<file path="src/rtl/core/rmvi_pkg.sv">
// Shared types and constants of the root motion velocity integrator.
// Used by the controller, the datapath and the top level; no dependencies.
package rmvi_pkg;

  // Item opcodes carried in the input tuser.
  typedef enum logic [2:0] {
    OP_LOAD    = 3'd0,
    OP_UPDATE  = 3'd1,
    OP_JUMP    = 3'd2,
    OP_ERROR   = 3'd3,
    OP_CONSUME = 3'd4,
    OP_RESET   = 3'd5
  } op_t;

  // Configuration register indexes.
  typedef enum logic [1:0] {
    REG_HALFLIFE    = 2'd0,
    REG_KEEP_VERT   = 2'd1,
    REG_GAIN        = 2'd2,
    REG_FRAME_COUNT = 2'd3
  } reg_t;

  // Controller states.
  typedef enum logic [3:0] {
    S_IDLE,
    S_DECODE,
    S_RD_CUR,
    S_RD_PREV,
    S_CAP_PREV,
    S_DIV,
    S_MUL,
    S_DRAIN,
    S_ACC,
    S_JCAP,
    S_LOAD,
    S_EXEC,
    S_FINISH
  } state_t;

  // Kinds of product run through the shared multiplier.
  typedef enum logic [2:0] {
    MK_INTERP,
    MK_BLEND,
    MK_SMOOTH,
    MK_TRANS,
    MK_YAW,
    MK_EG,
    MK_EGD
  } mul_kind_t;

  // Number of multiplier issues in one update.
  localparam int MulSteps = 19;

  typedef struct packed {
    logic [15:0] halflife;
    logic        keep_vertical;
    logic [15:0] gain;
    logic [10:0] frame_count;
  } cfg_t;

  // Commands from the controller to the datapath.
  typedef struct packed {
    logic      take;
    logic      tab_wr;
    logic      rd_prev;
    logic      div_start;
    logic      cap_cur;
    logic      cap_prev;
    logic      adopt;
    logic      cap_jump;
    logic      mul_go;
    mul_kind_t mul_kind;
    logic [1:0] mul_lane;
    logic      acc_upd;
    logic      set_err;
    logic      clr_motion;
    logic      clr_acc;
    logic      finish;
  } cmd_t;

  // Status from the datapath to the controller.
  typedef struct packed {
    op_t  op;
    logic ok;
    logic div_done;
    logic out_free;
  } sts_t;

endpackage

</file>
<file path="src/rtl/core/rmvi_ctrl.sv">
// Controller state machine of the root motion velocity integrator.
// Depends on rmvi_pkg; drives the datapath only through cmd_t and reads sts_t.
module rmvi_ctrl import rmvi_pkg::*; (
  input  logic clk,
  input  logic rst_n,
  input  logic in_tvalid,
  output logic in_tready,
  input  sts_t sts,
  output cmd_t cmd
);

  state_t     state_r, state_nxt;
  logic [4:0] step_r, step_nxt;
  logic       last_step;

  assign last_step = (step_r == 5'(MulSteps - 1));

  // State and multiplier step counter.
  always_ff @(posedge clk) begin
    if (!rst_n) begin
      state_r <= S_IDLE;
      step_r  <= '0;
    end else begin
      state_r <= state_nxt;
      step_r  <= step_nxt;
    end
  end

  // The step counter runs only while the multiplier sequence is issued.
  always_comb begin
    step_nxt = (state_r == S_MUL) ? step_r + 5'd1 : '0;
  end

  // Next state.
  always_comb begin
    state_nxt = state_r;
    case (state_r)
      S_IDLE: begin
        if (in_tvalid) state_nxt = S_DECODE;
      end
      S_DECODE: begin
        if (!sts.ok) begin
          state_nxt = S_FINISH;
        end else begin
          case (sts.op)
            OP_LOAD:            state_nxt = S_LOAD;
            OP_UPDATE, OP_JUMP: state_nxt = S_RD_CUR;
            OP_ERROR, OP_RESET: state_nxt = S_EXEC;
            default:            state_nxt = S_FINISH;
          endcase
        end
      end
      S_RD_CUR:   state_nxt = (sts.op == OP_UPDATE) ? S_RD_PREV : S_JCAP;
      S_RD_PREV:  state_nxt = S_CAP_PREV;
      S_CAP_PREV: state_nxt = S_DIV;
      S_DIV: begin
        if (sts.div_done) state_nxt = S_MUL;
      end
      S_MUL: begin
        if (last_step) state_nxt = S_DRAIN;
      end
      S_DRAIN:    state_nxt = S_ACC;
      S_ACC:      state_nxt = S_FINISH;
      S_JCAP:     state_nxt = S_FINISH;
      S_LOAD:     state_nxt = S_FINISH;
      S_EXEC:     state_nxt = S_FINISH;
      S_FINISH: begin
        if (sts.out_free) state_nxt = S_IDLE;
      end
      default:    state_nxt = S_IDLE;
    endcase
  end

  // Command outputs.
  always_comb begin
    cmd       = '0;
    in_tready = (state_r == S_IDLE);
    cmd.take  = in_tvalid && (state_r == S_IDLE);
    case (state_r)
      S_RD_CUR: begin
        cmd.div_start = (sts.op == OP_UPDATE);
      end
      S_RD_PREV: begin
        cmd.rd_prev = 1'b1;
        cmd.cap_cur = 1'b1;
      end
      S_CAP_PREV: begin
        cmd.cap_prev = 1'b1;
        cmd.adopt    = 1'b1;
      end
      S_MUL: begin
        cmd.mul_go = 1'b1;
        // Issue order puts every consumer after the step in which its producer's result is written.
        if (step_r == 5'd0) begin
          cmd.mul_kind = MK_INTERP;
          cmd.mul_lane = 2'd0;
        end else if (step_r < 5'd5) begin
          cmd.mul_kind = MK_BLEND;
          cmd.mul_lane = 2'(step_r - 5'd1);
        end else if (step_r < 5'd9) begin
          cmd.mul_kind = MK_SMOOTH;
          cmd.mul_lane = 2'(step_r - 5'd5);
        end else if (step_r < 5'd12) begin
          cmd.mul_kind = MK_TRANS;
          cmd.mul_lane = 2'(step_r - 5'd9);
        end else if (step_r == 5'd12) begin
          cmd.mul_kind = MK_YAW;
          cmd.mul_lane = 2'd3;
        end else if (step_r < 5'd16) begin
          cmd.mul_kind = MK_EG;
          cmd.mul_lane = 2'(step_r - 5'd13);
        end else begin
          cmd.mul_kind = MK_EGD;
          cmd.mul_lane = 2'(step_r - 5'd16);
        end
      end
      S_ACC:  cmd.acc_upd = 1'b1;
      S_JCAP: cmd.cap_jump = 1'b1;
      S_LOAD: cmd.tab_wr = 1'b1;
      S_EXEC: begin
        cmd.set_err    = (sts.op == OP_ERROR);
        cmd.clr_motion = (sts.op == OP_RESET);
      end
      S_FINISH: begin
        cmd.finish  = sts.out_free;
        cmd.clr_acc = sts.out_free && sts.ok && (sts.op == OP_CONSUME);
      end
      default: ;
    endcase
  end

endmodule

</file>
<file path="config.mk">
export PLATFORM = sky130hd
export DESIGN_NAME = rmvi_ctrl
export DESIGN_NICKNAME = d
export VERILOG_FILES = /design/src/rtl/core/rmvi_pkg.sv /design/src/rtl/core/rmvi_ctrl.sv
export SDC_FILE = /design/constraint.sdc
export NUM_CORES = 1
export LEC_CHECK = 0
export ABC_AREA = 1
export BUFFER_PORTS_ARGS = -buffer_cell sky130_fd_sc_hd__buf_2
export CAP_MARGIN = 20
export CORE_AREA = 2 2 43 45
export CTS_BUF_LIST = sky130_fd_sc_hd__clkbuf_16
export CTS_CLUSTER_DIAMETER = 60
export DETAILED_ROUTE_END_ITERATION = 10
export DIE_AREA = 0 0 45 47
export GPL_ROUTABILITY_DRIVEN = 0
export PLACE_DENSITY_LB_ADDON = 0.12
export SLEW_MARGIN = 0
export SYNTH_ARGS = -nofsm -noshare
export SYNTH_HDL_FRONTEND = slang
export SYNTH_SLANG_ARGS = --single-unit
export TNS_END_PERCENT = 1
</file>
<file path="constraint.sdc">
create_clock -name clk -period 3.1 [get_ports clk]
set_input_delay 0.465 -clock clk [delete_from_list [all_inputs] [get_ports clk]]
set_output_delay 0.465 -clock clk [all_outputs]
set_load 0.1 [all_outputs]
</file>
==> key figures, run 1 <==
Status
  • Status: finished clean

Layout
  • Most frequent cells in the layout: nand2_1 (29), nor2_1 (29), buf_2 (28)
  • Layout net count: 180
  • Final non-filler cell total: 184
  • Layout area overhead: 28.5%
  • Ratio of cells with drive above 1 in the final layout: 28.7%
  • Ant. Diodes: 0

Setup path
  • Largest stage delay, worst path: 420 ps
  • Worst R2R Start: step_r[0]$_SDFF_PN0_
  • R2R Path End: state_r[2]$_SDFFE_PN0P_
  • Crit path required time: 2630 ps
  • Most used cell, CP: a21oi_1
  • CP Capture Type: output pin
  • Crit path to: cmd[7]
  • Startpoint types: flip-flop
  • R2R cell count: 10
  • Cells along the critical path: inv_1, ha_1, a21oi_1, a21oi_1, nor2_1, buf_2
  • CP Launch Point: step_r[0]$_SDFF_PN0_
  • Crit Path Max Fanout: 5
  • Kind of critical path: reg -> out
  • Critical Path Slowest Stage Cell: buf_2
  • Arr. time, crit path: 1890 ps
  • Flop2flop setup slack: 1760 ps

Min path
  • Hold Path Class: reg -> reg

Detailed routing
  • WL final: 1900 um
  • Routed Antenna Nets: 0
  • Via Count: 945
  • Iteration-0 DRC count of the detailed router: 35
  • Residual DRC: 0
  • Post-detailed-route via-to-cell ratio: 5.14
  • TritonRoute pass-1 iters: 4
  • WL/cell: 10.3 um

Placement
  • Number of port buffers: 28
  • Detailed Place HPWL: 1530 um
  • Place WS: 1030 ps
  • Placed Instances: 180

CTS
  • Hold buffer count at CTS: 0
  • Resized cells post-CTS: 0
  • Post-CTS setup repair buffer count: 0
  • CTS buffer count: 3
  • Clk slew on worst S/H paths: 40 ps
  • Clock buffer depth: 2
  • CTS tree: yes
  • # H-tree levels: 1
  • Worst-Skew Late Latency: 240 ps
  • Root buf cell: clkbuf_16
  • # clock sinks: 9

STA
  • Final worst path period share: 76.0%
  • Slack of the critical path: 744 ps
  • Worst-Margin Slew: 487 ps
  • Tmin final: 2360 ps
  • Fin. max-slew vios: 0
  • Hold Vio Cnt, Final: 0
  • Fin Hold WS: 491 ps
  • Worst Skew: 1.56 ps
  • Finish-stage setup viols: 0
  • Max Clk Rate: 424 MHz
  • RSZ-0062 raised after global routing: no
  • Max_slew headroom: 67.8%

Logic synthesis
  • Unique cell type count in the Yosys netlist: 25
  • Syn Nets: 150
  • Avg Synthesized Cell Area: 5.77 um^2
  • YS warnings: 0
  • Register bit total from synthesis: 9
  • Post-Syn Instances: 138
  • Cell area after synthesis: 796 um^2
  • Seq/Total Area, Yosys: 22.6%

Die
  • Die Area: 0.00212 mm^2
  • Core area: 0.00165 mm^2
  • Site Rows: 15
  • Die width: 45 um
  • Initial cell density of the core: 48.2%
  • IO Count: 29
  • Overall die height: 47 um

Power
  • Max rail drop VDD: 0.615 mV
  • Switching share of power: 58.6%
  • Int Power: 0.000425 W
  • Final Power: 0.00103 W
  • Power Density: 1000 mW/mm^2
  • Leak Pwr: 0.566 nW
  • Sequential share of power: 16.3%
  • NetSw: 0.000601 W
  • Clock network fraction of total power: 22.0%
  • Comb pwr share: 61.7%

Global routing
  • First-pass GRT wire length: 2700 um
  • Vias in the first global route: 633
  • Initial antenna violation count: 0
  • GRT Total Usage: 17.9%
  • Largest net degree at the start of global routing: 8
  • Total gr overflow: 0

Run
  • MaxCap Viol Count: 0
per-stage QoR:
step	util [%]	TNS [ps]	instance area [um^2]
2_1_floorplan	-	-983	802
3_3_place_gp	57.1	0	943
3_5_place_dp	57.1	0	943
4_1_cts	61.9	0	1020
5_1_grt	61.9	0	1020
6_report	61.9	0	1020
worst min path at each step:
stage	startpoint	to	slack (ps)	cells after the start
floorplan	step_r[0]$_SDFF_PN0_	step_r[0]$_SDFF_PN0_	440	1
detailed placement	step_r[0]$_SDFF_PN0_	step_r[0]$_SDFF_PN0_	470	1
global placement	step_r[0]$_SDFF_PN0_	step_r[0]$_SDFF_PN0_	460	1
finish	step_r[0]$_SDFF_PN0_	step_r[0]$_SDFF_PN0_	490	1
global route	step_r[0]$_SDFF_PN0_	step_r[0]$_SDFF_PN0_	500	1
CTS	step_r[0]$_SDFF_PN0_	step_r[0]$_SDFF_PN0_	480	1
power groups by stage:
stage	clock (W)	sequential [W]	combinational, W
after floorplan	0	0.000162	0.000555
after global placement	0	0.000167	0.000628
after detailed placement	0	0.000168	0.000632
after CTS	0.000228	0.000166	0.000632
after global routing	0.000232	0.000169	0.000674
final	0.000226	0.000167	0.000633
Yosys cell counts, drive strengths merged:
master	count	area share, %
nand2	35	18
nor2	32	17
inv	23	11
a21oi	11	7.4
dfxtp	9	23
nand3	5	3.1
nor3	4	2.5
o21ai	4	2.5
ha	3	4.7
a211oi	2	2.5
buf	2	1.9
nand4	2	1.6
clkbuf	1	0.63
nor4	1	0.79
o211ai	1	0.94
o21a	1	0.94
or2	1	0.79
xnor2	1	1.1
state kept, by name (all words and copies together) (netlist names):
| signal | cells |
|---|---|
| state_r | 4 |
| step_r | 5 |
worst max-delay path, delay by kind of cell, from the launching register on:
family	cells	cell delay (ps)
buffers and inverters	2	550
AO/OA/AOI/OAI	2	380
adder cells (fa/ha/maj)	1	230
AND/OR/NAND/NOR	1	80
flip-flops	1	410
metal layers:
layer  wire, um  vias to the layer above  track usage [%]
li1           -                      487                -
met1        876                      416             24.9
met2        855                       42             27.1
met3        171                        0             5.77
met4          0                        0             3.53
met5          0                        -                0
kinds of logic (layout without fill, tap and decap cells):
group | count (synthesis) | in the layout | share of synthesized area, %
flip-flops | 9 | 9 | 22.6
adder cells (fa/ha/maj) | 3 | 3 | 4.72
XOR/XNOR | 1 | 1 | 1.10
AO/OA/AOI/OAI | 19 | 19 | 14.3
buffers and inverters | 26 | 55 | 13.4
AND/OR/NAND/NOR | 80 | 80 | 43.9
final cells by class:
| cell class | count | area [um^2] |
|---|---|---|
| Clock buffer | 3 | 75.1 |
| Tap cell | 17 | 21.3 |
| Timing Repair Buffer | 28 | 140 |
| Multi-Input combinational cell | 103 | 515 |
| Sequential cell | 9 | 180 |
| Inverter | 23 | 86.3 |
| Clock inverter | 1 | 3.75 |
| Fill cell | 167 | 629 |
Power figures use the tool's default switching activity.
==> run 2, diff against run 1 <==
Settings changed: ABC_AREA 1 to 0, CORE_AREA 2 2 43 45 to 2 2 43 55, DIE_AREA 0 0 45 47 to 0 0 45 57.
Clock period 3.1 ns to 1.95 ns, I/O delays scaled along.
==> run 2 against run 1 <==
- the flow now finishes with violations (setup timing)
- first-iteration DRC count down 31%
- utilization up 11 points
- count of clock-buffer cells in the layout unchanged
- routed wire length up 32%
- non-clock buffer count up 12
- global-route usage up 5.1 points
- worst setup slack worse by 770 ps
- hold slack worse by 140 ps
- combinational power up 71%
- sequential cell count unchanged
- via count up 5.9%
- largest cell class unchanged
- highest routed layer is now met4
==> key figures, run 2 <==
Setup path
  • Kind of critical path: reg -> out (unchanged)
  • CP Capture Type: output pin (unchanged)
  • Startpoint types: flip-flop (unchanged)
  • Crit path required time: 1660 ps (was 2630 ps)
  • R2R cell count: 7 (was 10)
  • Arr. time, crit path: 1680 ps (was 1890 ps)
  • Crit Path Max Fanout: 2 (was 5)

CTS
  • Clock buffer depth: 2 (unchanged)
  • Root buf cell: clkbuf_16 (unchanged)
  • Hold buffer count at CTS: 0 (unchanged)
  • # clock sinks: 9 (unchanged)
  • Worst-Skew Late Latency: 240 ps (about the same)
  • Clk slew on worst S/H paths: 40 ps (about the same)
  • CTS tree: yes (unchanged)
  • # H-tree levels: 1 (unchanged)
  • CTS buffer count: 3 (unchanged)

Logic synthesis
  • Yosys top cell area share: 20.4% (was 22.6%)
  • Seq/Total Area, Yosys: 20.4% (was 22.6%)
  • Cell area after synthesis: 885 um^2 (was 796 um^2)
  • Unique cell type count in the Yosys netlist: 43 (was 25)
  • Synth top area cells: dfxtp_1 (20%), nor2_1 (7.6%), ha_1 (4.2%) (was dfxtp_1 (23%), nand2_1 (14%), nor2_1 (14%))
  • Count leader, synth: nor2_1
  • Synth Flop Type: dfxtp_1 (unchanged)
  • Syn Nets: 135 (was 150)
  • Leading area contributor after synthesis: dfxtp_1 (unchanged)
  • Most instantiated cells after synthesis: nor2_1 (18), dfxtp_1 (9), nand2_1 (9), inv_1 (8), a21oi_1 (6) (was nand2_1 (29), nor2_1 (29), inv_1 (19), a21oi_1 (10), dfxtp_1 (9))
  • Post-synth EDFFs: 0 (unchanged)
  • YS warnings: 0 (unchanged)
  • Register bit total from synthesis: 9 (unchanged)
  • Avg Synthesized Cell Area: 7.19 um^2 (was 5.77 um^2)
  • Post-synth ARST share: 0% (unchanged)
  • Post-Syn Instances: 123 (was 138)

Power
  • Power Density: 1120 mW/mm^2 (was 1000 mW/mm^2)
  • Leak Pwr: 0.603 nW (was 0.566 nW)
  • Max rail drop VDD: 1.14 mV (was 0.615 mV)
  • Final Power: 0.00169 W (was 0.00103 W)

Placement
  • Number of port buffers: 28 (unchanged)
  • Detailed Place HPWL: 1890 um (was 1530 um)

Die
  • Core area: 0.00209 mm^2 (was 0.00165 mm^2)
  • Die width: 45 um (unchanged)
  • IO Count: 29 (unchanged)
  • Die Area: 0.00257 mm^2 (was 0.00212 mm^2)
  • Initial cell density of the core: 42.3% (was 48.2%)
  • Site Rows: 19 (was 15)
  • Overall die height: 57 um (was 47 um)

Detailed routing
  • WL/cell: 14.3 um (was 10.3 um)
  • WL final: 2510 um (was 1900 um)
  • Residual DRC: 0 (unchanged)
  • TritonRoute pass-1 iters: 4 (unchanged)
  • Routed Antenna Nets: 0 (unchanged)
  • Iteration-0 DRC count of the detailed router: 24 (was 35)
  • Post-detailed-route via-to-cell ratio: 5.69 (was 5.14)
  • Via Count: 1,001 (was 945)

Global routing
  • Vias in the first global route: 1,018 (was 633)
  • Largest net degree at the start of global routing: 19 (was 8)
  • Initial antenna violation count: 0 (unchanged)
  • First-pass GRT wire length: 4440 um (was 2700 um)
  • GRT Total Usage: 23.0% (was 17.9%)
  • Total gr overflow: 0 (unchanged)

Layout
  • Most frequent cells in the layout: buf_12 (16), nor2_1 (15), buf_2 (12) (was nand2_1 (29), nor2_1 (29), buf_2 (28))
  • Biggest register: step_r (unchanged)
  • Ratio of cells with drive above 1 in the final layout: 43.9% (was 28.7%)
  • Commonest non-fill, non-tap cell in the layout: buf_12
  • Max reg flops: 5 (unchanged)
  • Ant. Diodes: 0 (unchanged)
  • Multi-input gate area: 697 um^2 (was 515 um^2)
  • Sequential cell area: 188 um^2 (was 180 um^2)
  • Layout area overhead: 71.3% (was 28.5%)
  • Fill count: 165 (was 167)
  • Layout net count: 168 (was 180)
  • Regs by FF count: step_r x5, state_r x4 (unchanged)

STA
  • RSZ-0062 raised after global routing: yes (was no)
  • Tmin final: 1980 ps
  • Fin Hold WS: 350 ps (was 491 ps)
  • Slack of the critical path: -25.5 ps (was 744 ps)
  • Hold Vio Cnt, Final: 0 (unchanged)
  • Worst-Margin Slew: 535 ps (was 487 ps)
  • Max Clk Rate: 506 MHz
  • Max_slew headroom: 64.3% (was 67.8%)
  • Fin. max-slew vios: 0 (unchanged)
  • Finish-stage setup viols: 2 (was 0)
  • Worst Skew: 0.816 ps (was 1.56 ps)
  • Final worst path period share: 101%

Run
  • MaxCap Viol Count: 0 (unchanged)

Status
  • Status: finished with violations (was finished clean)
  • Violated checks: setup timing

Min path
  • Hold depth: 2 (was 1)
  • Hold Path Class: in -> reg (was reg -> reg)
## run 2: cell count changes in the layout (fill, tap and decap cells not counted), moves of 5 or more
| cell | before | now |
|---|---|---|
| inv_1 | 20 | 7 |
| buf_12 | 0 | 16 |
| nand2_2 | 6 | 1 |
| buf_2 | 28 | 12 |
| buf_4 | 0 | 9 |
| nand2_1 | 29 | 9 |
| a21oi_1 | 10 | 5 |
| nor2_1 | 29 | 15 |
## run 2: per-stage QoR
stage	util (%)	setup WS (ps)	area, um^2	setup TNS, ps	std cells
after floorplan	-	-515	968	-3870	123
after detailed placement	66.0	34.1	1380	0	170
final	72.4	-25.5	1520	-44.0	176
after global placement	66.0	89.7	1380	0	170
after CTS	71.8	-29.3	1500	-57.9	176
after global routing	72.4	-68.8	1520	-186	176
## run 2: final timing paths
| kind | startpoint | slack (ps) | endpoint |
|---|---|---|---|
| worst max-delay path | step_r[1]$_SDFF_PN0_ | -30 | cmd[6] |
| worst min-delay path | rst_n | 350 | state_r[2]$_SDFFE_PN0P_ |
| worst max register to register | state_r[3]$_SDFFE_PN0P_ | 490 | state_r[0]$_SDFFE_PN0P_ |
| worst min register to register | step_r[0]$_SDFF_PN0_ | 550 | step_r[0]$_SDFF_PN0_ |
## run 2: area by class of cell
type,instances,share of cell area [%]
Multi-Input combinational cell,93,46.0
Timing Repair Buffer,40,32.0
Sequential cell,9,12.4
Clock buffer,3,4.95
Inverter,9,2.56
Tap cell,21,1.73
Clock inverter,1,0.330
## run 2: critical path: stages, from the launching register on
cell and delay, ps:
dfxtp_4 350, inv_2 50, ha_2 320, inv_1 60, a221oi_1 400, a211oi_4 70, buf_12 200
## run 2: kinds of logic after synthesis
kind of cell               after synthesis  share of synthesized area (%)
muxes                                    1                           1.13
and+or+nand+nor                         57                           34.1
adders and majority gates                3                           4.24
DFF                                      9                           20.4
xor gates and xnor gates                 5                           4.95
buffers and inverters                   21                           12.3
AOI/OAI and AO/OA                       27                           22.9
## run 2: power by group
group | switching [W] | internal [W] | total, W
Combinational | 0.000748 | 0.000337 | 0.00108
Clock | 0.0000966 | 0.000271 | 0.000367
Sequential | 0.0000233 | 0.000216 | 0.000239
## run 2: routing by layer
layer	vias to the layer above	global-route usage, %	part of all wire, %
met5	-	0	0
met4	0	10.1	3.1
met3	10	2.53	4.3
met2	39	44.1	58
met1	466	23.4	35
li1	486	-	-
## run 2: timing repair
item,4_1_cts,5_1_grt
gates resized for setup,10,5
pin swaps,3,1
buffers inserted,2,0
endpoints found under the setup margin,5,7
==> run 3, diff against run 2 <==
Settings changed: SKIP_LAST_GASP set to 1.
==> run 3 against run 2 <==
- the flow still finishes with violations (setup timing)
- clock power about the same
- global-route usage is 0.31 points lower
- count of clock-buffer cells in the layout did not move
- register-to-register slack about the same
- sequential share of layout area shrank 0.053 points
- highest routed layer unchanged
==> key figures, run 3 (same netlist as run 2, synthesis figures left out) <==
Detailed routing
  • Via Count: 1,005 (was 1,001)
  • TritonRoute pass-1 iters: 4 (unchanged)
  • WL final: 2520 um (was 2510 um)
  • Iteration-0 DRC count of the detailed router: 17 (was 24)
  • Residual DRC: 0 (unchanged)
  • Routed Antenna Nets: 0 (unchanged)
  • WL/cell: 14.3 um (about the same)
  • Post-detailed-route via-to-cell ratio: 5.71 (was 5.69)

Layout
  • Layout area overhead: 69.7% (was 71.3%)
  • Final Util: 71.8% (was 72.4%)
  • Design area: 0.00150 mm^2 (was 0.00152 mm^2)
  • Max reg flops: 5 (unchanged)
  • Ratio of cells with drive above 1 in the final layout: 42.6% (was 43.9%)
  • Biggest register: step_r (unchanged)
  • Regs by FF count: step_r x5, state_r x4 (unchanged)
  • Commonest non-fill, non-tap cell in the layout: buf_12 (unchanged)
  • Ant. Diodes: 0 (unchanged)
  • Layout net count: 168 (unchanged)
  • Most frequent cells in the layout: buf_12 (16), nor2_1 (15), buf_2 (12) (unchanged)

CTS
  • Root buf cell: clkbuf_16 (unchanged)
  • # H-tree levels: 1 (unchanged)
  • CTS tree: yes (unchanged)
  • Worst-Skew Late Latency: 240 ps (about the same)
  • Clock buffer depth: 2 (unchanged)
  • CTS buffer count: 3 (unchanged)
  • # clock sinks: 9 (unchanged)
  • Hold buffer count at CTS: 0 (unchanged)
  • Clk slew on worst S/H paths: 40 ps (about the same)

Status
  • Status: finished with violations (unchanged)
  • Violated checks: setup timing (unchanged)

Die
  • Site Rows: 19 (unchanged)
  • Initial cell density of the core: 42.3% (unchanged)
  • IO Count: 29 (unchanged)
  • Core area: 0.00209 mm^2 (unchanged)
  • Die width: 45 um (unchanged)
  • Overall die height: 57 um (unchanged)
  • Die Area: 0.00257 mm^2 (unchanged)

Min path
  • Hold Path Class: in -> reg (unchanged)
  • Hold depth: 2 (unchanged)

Setup path
  • Cell family with most CP delay: compound AO/OA/AOI/OAI gates (unchanged)
  • Buf+Inv Stages, Crit Path: 3 (unchanged)
  • Critical Path Slowest Stage Cell: a221oi_1 (unchanged)
  • CP Capture Type: output pin (unchanged)
  • Kind of critical path: reg -> out (unchanged)
  • Arr. time, crit path: 1680 ps (about the same)
  • Crit path required time: 1660 ps (about the same)
  • Flop2flop setup slack: 500 ps (was 490 ps)
  • Largest stage delay, worst path: 410 ps (was 400 ps)
  • Levels on crit path: 6 (unchanged)
  • Cells along the critical path: inv_2, ha_2, inv_1, a221oi_1, a211oi_4, buf_12 (unchanged)
  • Crit Path Max Fanout: 2 (unchanged)
  • Startpoint types: flip-flop (unchanged)
  • R2R cell count: 4 (was 7)

Global routing
  • Vias in the first global route: 1,011 (was 1,018)
  • Initial antenna violation count: 0 (unchanged)
  • Largest net degree at the start of global routing: 19 (unchanged)
  • First-pass GRT wire length: 4370 um (was 4440 um)
  • Total gr overflow: 0 (unchanged)
  • GRT Total Usage: 22.6% (was 23.0%)

STA
  • Fin. max-slew vios: 0 (unchanged)
  • Max_slew headroom: 63.9% (was 64.3%)
  • Final worst path period share: 101% (about the same)
  • Worst Skew: 0.570 ps (was 0.816 ps)
  • Finish-stage setup viols: 3 (was 2)
  • Worst-Margin Slew: 541 ps (was 535 ps)
  • Hold Vio Cnt, Final: 0 (unchanged)
  • Fin Hold WS: 350 ps (about the same)
  • RSZ-0062 raised after global routing: yes (unchanged)
  • Slack of the critical path: -27.1 ps (was -25.5 ps)
  • Tmin final: 1980 ps (about the same)
  • Max Clk Rate: 506 MHz (about the same)

Placement
  • Dpl cell area: 0.00138 mm^2 (unchanged)
  • Number of port buffers: 28 (unchanged)
  • Detailed Place HPWL: 1890 um (unchanged)
  • Place WS: 34.1 ps (unchanged)

Power
  • Power Density: 1110 mW/mm^2 (was 1120 mW/mm^2)
  • Final Power: 0.00167 W (was 0.00169 W)
  • Max rail drop VDD: 1.14 mV (about the same)
  • Leak Pwr: 0.598 nW (was 0.603 nW)

Run
  • MaxCap Viol Count: 0 (unchanged)
[run 3: power breakdown]
part	switching [W]	leakage [nW]	internal, W
sequential	0.0000202	0.0745	0.000213
combinational	0.000747	0.482	0.000325
clock	0.0000971	0.0409	0.000271
total	0.000865	0.598	0.000808
[run 3: through the flow]
stage / instances / TNS [ps]
global route: 176 / -275
global placement: 170 / 0
floorplan: 123 / -3870
CTS: 176 / -75.0
finish: 176 / -44.3
detailed placement: 170 / 0
[run 3: worst register-to-register path, delay by kind of cell (launching register included)]
kind | cells | cell delay (ps)
AO/OA/AOI/OAI | 2 | 490
AND/OR/NAND/NOR | 1 | 340
flip-flops | 1 | 330
buffers and inverters | 1 | 180
[run 3: per-layer routing]
metal  wire, um  GRT usage (%)  share of wire (%)  vias up
met3        108           2.53                4.3       13
li1           -              -                  -      484
met1        867           22.8                 34      470
met5          0              0                  0        -
met2       1460           43.7                 58       38
met4         87           10.1                3.4        0
[run 3: timing repair]
action	4_1_cts	5_1_grt
pin swaps	3	1
setup endpoints to repair	5	8
buffers inserted	2	0
resized for setup	9	1
[run 3: area by class of cell]
class / instances / area [um^2]
Multi-Input combinational cell: 93 / 697
Fill cell: 166 / 591
Timing Repair Buffer: 40 / 474
Sequential cell: 9 / 185
Clock buffer: 3 / 75.1
Inverter: 9 / 38.8
Tap cell: 21 / 26.3
Clock inverter: 1 / 5.00
[run 3: worst paths after layout]
kind	from	to
setup / recovery	step_r[1]$_SDFF_PN0_	cmd[6]
hold / removal	rst_n	state_r[2]$_SDFFE_PN0P_
setup reg to reg	state_r[1]$_SDFFE_PN0P_	state_r[2]$_SDFFE_PN0P_
hold reg to reg	step_r[0]$_SDFF_PN0_	step_r[0]$_SDFF_PN0_
